--- src/srt_ram.sv ---
module srt_ram #(
    parameter int WIDTH = 8,
    parameter int DEPTH = 16
) (
    input  logic                     i_clk,
    input  logic                     i_wr_en,
    input  logic [$clog2(DEPTH)-1:0] i_wr_addr,
    input  logic [WIDTH-1:0]         i_wr_data,
    input  logic [$clog2(DEPTH)-1:0] i_rd_addr,
    output logic [WIDTH-1:0]         o_rd_data
);

    logic [WIDTH-1:0] r_mem [DEPTH];
    logic [WIDTH-1:0] r_rd_data;

    always_ff @(posedge i_clk) begin
        if (i_wr_en) begin
            r_mem[i_wr_addr] <= i_wr_data;
        end
        r_rd_data <= r_mem[i_rd_addr];
    end

    assign o_rd_data = r_rd_data;

endmodule

--- config.mk ---
export PLATFORM = sky130hd
export DESIGN_NAME = srt_ram
export DESIGN_NICKNAME = d
export VERILOG_FILES = /design/src/srt_ram.sv
export SDC_FILE = /design/constraint.sdc
export NUM_CORES = 1
export LEC_CHECK = 0
export BUFFER_PORTS_ARGS = -buffer_cell sky130_fd_sc_hd__buf_2
export CORE_AREA = 2 2 92 94
export DETAILED_ROUTE_END_ITERATION = 8
export DIE_AREA = 0 0 94 96
export MAX_ROUTING_LAYER = met4
export PLACE_DENSITY = 0.83
export RECOVER_POWER = 25
export SYNTH_ARGS = -nofsm -noshare
export SYNTH_HDL_FRONTEND = slang
export SYNTH_SLANG_ARGS = --single-unit
--- constraint.sdc ---
create_clock -name i_clk -period 4 [get_ports i_clk]
set_input_delay 0 -clock i_clk [delete_from_list [all_inputs] [get_ports i_clk]]
set_output_delay 0 -clock i_clk [all_outputs]
set_load 0.005 [all_outputs]
==> run_results.csv, run 1 <==
group,metric,value,unit
status,status,"complete, no violations",
global_routing,antenna_found_initial,0,
global_routing,grt.overflow.total,0,
routing,vias,2617,
logic_synthesis,synth_flop_cell,"edfxtp_1",
global_routing,grt_pass1_wl,16.2,mm
clocking,clockBufferDepth,2,
floorplan,num_rows,33,
power,leakage,0.00204,uW
run,cap_viol_max_count,0,
hold_path,hp-class,"in -> reg",
routing,wl_per_cell,28.2,um
global_routing,grt_use_total,0.279,
logic_synthesis,yosysWarnings,0,
timing,timing.fmax,694,MHz
timing,maxSlewViolCount,0,
clocking,h-tree-depth,4,
floorplan,pin_count,26,
routing,vias_per_cell,6.71,
logic_synthesis,ys_async_sr_fraction,0,
placed_design,place.gp.congestion,0.775,
worst_setup_path,cp-start-kind,"input pin",
worst_setup_path,endpoint_kind,"flip-flop",
worst_setup_path,crit_arrival,1.84,ns
finish,fin_nets,290,
timing,finClkSkew,0.00925,ns
logic_synthesis,synth-edff-count,128,
clocking,clockRootBuffer,"clkbuf_8",
timing,worst_pin_slew,1.03,ns
timing,final.period_utilization,0.360,
worst_setup_path,r2r_setup_slack,2.57,ns
hold_path,hold_depth,2,
finish,antenna_cells,0,
worst_setup_path,worstPathRequired,4.40,ns
floorplan,chipWidth,94,um
floorplan,dieArea,9020,um^2
routing,first_iter_violations,369,
timing,hold_violations,0,
clocking,cts.clk_slew.worst_paths,0.06,ns
timing,relSlewSlack,0.312,
clocking,cts_sinks,136,
global_routing,grt_pass1_vias,2498,
placed_design,placedCellCount,350,
finish,num-fill-cells,408,
worst_setup_path,rr_worst_depth,3,
logic_synthesis,syn_avg_cell_area,22.5,um^2
routing,firstDrtPassIters,5,
routing,drc,0,
timing,period_needed,1.44,ns
timing,timing.setup.tns,0,ns
finish,finish.utilization,0.751,
clocking,cts_tree,"built",
finish,drive_above_1_share,0.260,
clocking,clk-insertion-delay-late,0.52,ns
finish,area_growth,17.5,%
logic_synthesis,ys_seq_area_frac,0.778,
logic_synthesis,netlist_area,5150,um^2
floorplan,start_util,0.639,
logic_synthesis,yosysUniqueCellTypes,19,
clocking,ctsResizeCount,0,
worst_setup_path,critical_path_class,"in -> reg",
floorplan,die_height,96,um
logic_synthesis,ys_ff_latch,136,
logic_synthesis,synth_nets,247,
floorplan,fp.coreArea,8050,um^2
timing,rsz0062_at_grt,"false",
power,p_per_area,568,nW/um^2
clocking,cts-buffers-inserted,17,
placed_design,portBuffers,25,
routing,drtAntennaViolNets,0,
power,peakVddDrop,0.000418,V
timing,setup_viol,0,
routing,totalWireLength,11.0,mm
finish,stdcell_count,390,
logic_synthesis,syn-instance-count,229,
placed_design,hpwl,5.73,mm
global_routing,grt_max_degree,33,
worst_setup_path,crit_fanout,32,
==> metal layers <==
| layer | up-vias | routed length, um | global-route usage |
|---|---|---|---|
| met5 | - | 0 | - |
| met4 | 0 | 224 | 0.111 |
| met3 | 24 | 1010 | 0.0760 |
| met2 | 181 | 5460 | 0.411 |
| met1 | 1353 | 4300 | 0.382 |
| li1 | 1059 | - | - |
==> synth_stat cells (2+ instances only) <==
cell,instances,area [um^2]
buf_2,3,15.0
a22oi_1,16,120
nand3b_1,2,15.0
nand2b_1,2,12.5
nand2_1,9,33.8
mux4_1,14,368
nor2_1,13,48.8
edfxtp_1,128,3840
buf_6,3,33.8
dfxtp_1,8,160
mux4_2,18,405
clkdlybuf4s25_2,3,30.0
nor3_1,4,20.0
==> worst max-delay path, stage by stage <==
cell and delay, ns:
buf_2 0.77, mux4_1 0.66, a22oi_1 0.29, nand2_1 0.11
==> power breakdown <==
part / switching (uW) / leakage (uW) / internal (uW)
registers: 11.9 / 0.00122 / 1590
logic: 85.7 / 0.000496 / 61.0
clock network: 603 / 0.000317 / 1080
total: 701 / 0.00204 / 2730
==> flip-flops by register name, indices dropped and copies added (netlist names) <==
| name | flops |
|---|---|
| o_rd_data | 8 |
| r_mem | 128 |
==> final cells by class <==
| type | count | area [um^2] | share of cell area |
|---|---|---|---|
| clock inverter | 15 | 223 | 0.0368 |
| sequential | 136 | 4000 | 0.662 |
| tap | 105 | 131 | 0.0217 |
| timing repair buffer | 34 | 205 | 0.0339 |
| clock buffer | 17 | 414 | 0.0685 |
| multi-input combinational | 83 | 1070 | 0.177 |
==> kinds of logic after synthesis <==
logic type / Yosys count / share of synthesized area
DFF: 136 / 0.778
and+or+nand+nor: 35 / 0.0318
muxes: 32 / 0.150
AOI/OAI and AO/OA: 16 / 0.0233
buffers and inverters: 10 / 0.0168
==> what timing repair did <==
action / in CTS / in global routing
buffers inserted: 0 / 0
hold endpoints to repair: 128 / 0
hold buffers: 8 / 0
==> final timing paths <==
kind | startpoint | to
min reg2reg | r_mem[14][1]$_DFFE_PP_ | o_rd_data[1]$_DFF_P_
max reg2reg | r_mem[6][0]$_DFFE_PP_ | o_rd_data[0]$_DFF_P_
min | i_wr_addr[0] | r_mem[0][3]$_DFFE_PP_
max | i_rd_addr[0] | o_rd_data[0]$_DFF_P_
==> per-stage QoR <==
stage | area, um^2 | total power [uW] | worst slack, ns | hold slack, ns
floorplan | 5150 | 1710 | 2.51 | 0.0989
global route | 6050 | 3510 | 2.50 | 0.0226
finish | 6050 | 3440 | 2.56 | 0.0277
global placement | 5340 | 1760 | 2.00 | 0.377
CTS | 6050 | 3440 | 2.37 | 0.0157
detailed placement | 5340 | 1770 | 1.96 | 0.378
==> placed cells by master, fill, tap and decap left out, drive strengths merged <==
cell type,count
nor2,13
and2b,1
a22oi,16
dfxtp,8
edfxtp,128
bufinv,5
clkbuf,23
nand3b,2
and2,1
nor2b,1
dlygate4sd3,8
inv,3
nand2,9
clkinv,7
nand3,1
buf,20
or3b,1
nand2b,2
nor3,4
mux4,32
(Power assumes the default switching activity.)
==> run 2: changes to the inputs <==
CORE_AREA = 2 2 101 103   (was 2 2 92 94)
DIE_AREA = 0 0 103 105   (was 0 0 94 96)
PLACE_DENSITY = 0.73   (was 0.83)
clock period = 1.18 ns   (was 4 ns; I/O delays follow)
==> run 2 against run 1 <==
The flow now finishes with violations (setup timing). Critical path depth is 1 lower. Total power rose to 3.3 times the previous value. Worst hold slack improved by 0.033 ns. Sequential power rose to 3.4 times the previous value. Routed wire length shrank 11%. Largest power group unchanged. Global-route usage decreased by 7.1 points. Critical path type is now reg -> reg. Critical endpoint is now o_rd_data[7]$_DFF_P_. Count of clock-buffer cells in the layout rose by 2. Combinational power rose to 3.8 times the previous value.
==> run_results.csv, run 2 (synthesis gave the netlist of run 1 again) <==
group,metric,value,unit
placed_design,post-place-ws,-0.231,ns
finish,final_common_cell,"edfxtp_1",
timing,final.period_utilization,1.09,
floorplan,die_height,105,um
routing,drc,0,
timing,finClkSkew,0.00733,ns
worst_setup_path,critical_path_class,"reg -> reg",
power,switching_power,2210,uW
finish,mostFrequentLayoutCells,"edfxtp_1 (128), mux4_2 (30), buf_2 (19), buf_4 (19), clkbuf_16 (16)",
timing,fin_ws,-0.104,ns
status,violations,"setup timing",
routing,first_iter_violations,212,
worst_setup_path,rr_worst_depth,3,
timing,period_needed,1.28,ns
clocking,cts_sinks,136,
routing,firstDrtPassIters,4,
finish,largest_register,"r_mem",
power,switching_share,0.192,
timing,whs,0.0610,ns
timing,timing.fmax,779,MHz
timing,hold_violations,0,
worst_setup_path,r2r_setup_slack,-0.10,ns
timing,maxSlewViolCount,0,
finish,largest_reg_flops,128,
clocking,cts.clk_slew.worst_paths,0.06,ns
clocking,post_cts_buffers,0,
power,p_per_area,1830,nW/um^2
finish,num-fill-cells,663,
hold_path,hp-class,"in -> reg",
placed_design,place.gp.congestion,0.741,
global_routing,grt_max_degree,22,
clocking,cts_tree,"built",
finish,drive_above_1_share,0.371,
status,status,"complete, but fails checks",
clocking,clk-insertion-delay-late,0.51,ns
routing,vias,2497,
clocking,clockBufferDepth,2,
worst_setup_path,worstReg2RegStart,"r_mem[11][7]$_DFFE_PP_",
finish,antenna_cells,0,
global_routing,grt_pass1_vias,2605,
timing,setup_viol,8,
routing,totalWireLength,9.83,mm
routing,vias_per_cell,5.64,
timing,rsz0062_at_grt,"true",
floorplan,pin_count,26,
global_routing,antenna_found_initial,0,
hold_path,min_from,"i_wr_addr[0]",
placed_design,portBuffers,25,
timing,worst_pin_slew,0.914,ns
global_routing,grt.overflow.total,0,
floorplan,fp.coreArea,9640,um^2
floorplan,start_util,0.534,
hold_path,hold_depth,3,
placed_design,hpwl,6.25,mm
routing,wl_per_cell,22.2,um
power,p_clk_frac,0.478,
finish,stdcell_count,443,
worst_setup_path,rr_endpoint,"o_rd_data[7]$_DFF_P_",
power,p_int,9300,uW
worst_setup_path,cp-start-kind,"flip-flop",
global_routing,grt_use_total,0.208,
worst_setup_path,crit_arrival,1.68,ns
power,finalPower,11500,uW
clocking,clockRootBuffer,"clkbuf_8",
clocking,h-tree-depth,4,
hold_path,hold-path-endpoint,"r_mem[8][1]$_DFFE_PP_",
worst_setup_path,crit_fanout,1,
routing,drtAntennaViolNets,0,
floorplan,num_rows,36,
power,p_comb_frac,0.049,
global_routing,grt_pass1_wl,15.0,mm
timing,relSlewSlack,0.388,
clocking,cts-buffers-inserted,17,
power,leakage,0.00209,uW
finish,fin_nets,315,
run,cap_viol_max_count,0,
worst_setup_path,endpoint_kind,"flip-flop",
finish,area_growth,22.3,%
floorplan,chipWidth,103,um
placed_design,placedCellCount,403,
power,peakVddDrop,0.000862,V
worst_setup_path,worstPathRequired,1.58,ns
floorplan,dieArea,10800,um^2
power,seq_power_share,0.473,
==> run 2: what timing repair did <==
action | in CTS | in global routing
setup endpoints to repair | 8 | 8
pin swaps | 12 | 3
gates resized for setup | 22 | 2
hold endpoints to repair | 128 | 0
hold buffers | 8 | 0
==> run 2: per-layer routing <==
| metal | up-vias | track usage | part of all wire |
|---|---|---|---|
| li1 | 1096 | - | - |
| met3 | 7 | 0.0522 | 0.047 |
| met4 | 0 | 0.0959 | 0.010 |
| met2 | 101 | 0.321 | 0.54 |
| met5 | - | - | 0 |
| met1 | 1293 | 0.261 | 0.41 |
==> run 2: layout make-up <==
class                           count  area (um^2)  area share
Timing Repair Buffer               59          415      0.0660
Clock buffer                       19          422      0.0670
Clock inverter                     13          203      0.0322
Tap cell                          133          166      0.0264
Sequential cell                   136         4000       0.636
Multi-Input combinational cell     83         1090       0.173
==> run 2: worst max path at each step <==
stage	endpoint	depth (start not counted)	slack [ns]	from
finish	o_rd_data[7]$_DFF_P_	3	-0.10	r_mem[11][7]$_DFFE_PP_
global route	o_rd_data[6]$_DFF_P_	3	-0.13	r_mem[11][6]$_DFFE_PP_
CTS	o_rd_data[6]$_DFF_P_	3	-0.1	r_mem[11][6]$_DFFE_PP_
detailed placement	o_rd_data[3]$_DFF_P_	5	-0.23	i_rd_addr[0]
global placement	o_rd_data[0]$_DFF_P_	5	-0.23	i_rd_addr[0]
floorplan	r_mem[3][0]$_DFFE_PP_	2	-0.09	i_wr_addr[2]
==> run 2: power groups by stage <==
stage / clock, uW / combinational, uW / sequential (uW)
after CTS: 5550 / 576 / 5440
after detailed placement: 0 / 516 / 5540
final: 5500 / 565 / 5440
after floorplan: 0 / 275 / 5530
after global placement: 0 / 503 / 5530
after global routing: 5760 / 615 / 5450
==> run 2: critical path: stages (launching register included) <==
cell and delay [ns]:
edfxtp_1 0.38, mux4_2 0.51, a22oi_2 0.20, nand2_1 0.08
==> run 2: per-stage QoR <==
stage          instance area (um^2)   util  TNS [ns]
4_1_cts                        6310  0.655    -0.543
2_1_floorplan                  5160      -     -2.62
5_1_grt                        6300  0.653    -0.803
3_3_place_gp                   5600  0.581     -3.00
3_5_place_dp                   5600  0.581     -3.48
6_report                       6300  0.653    -0.509
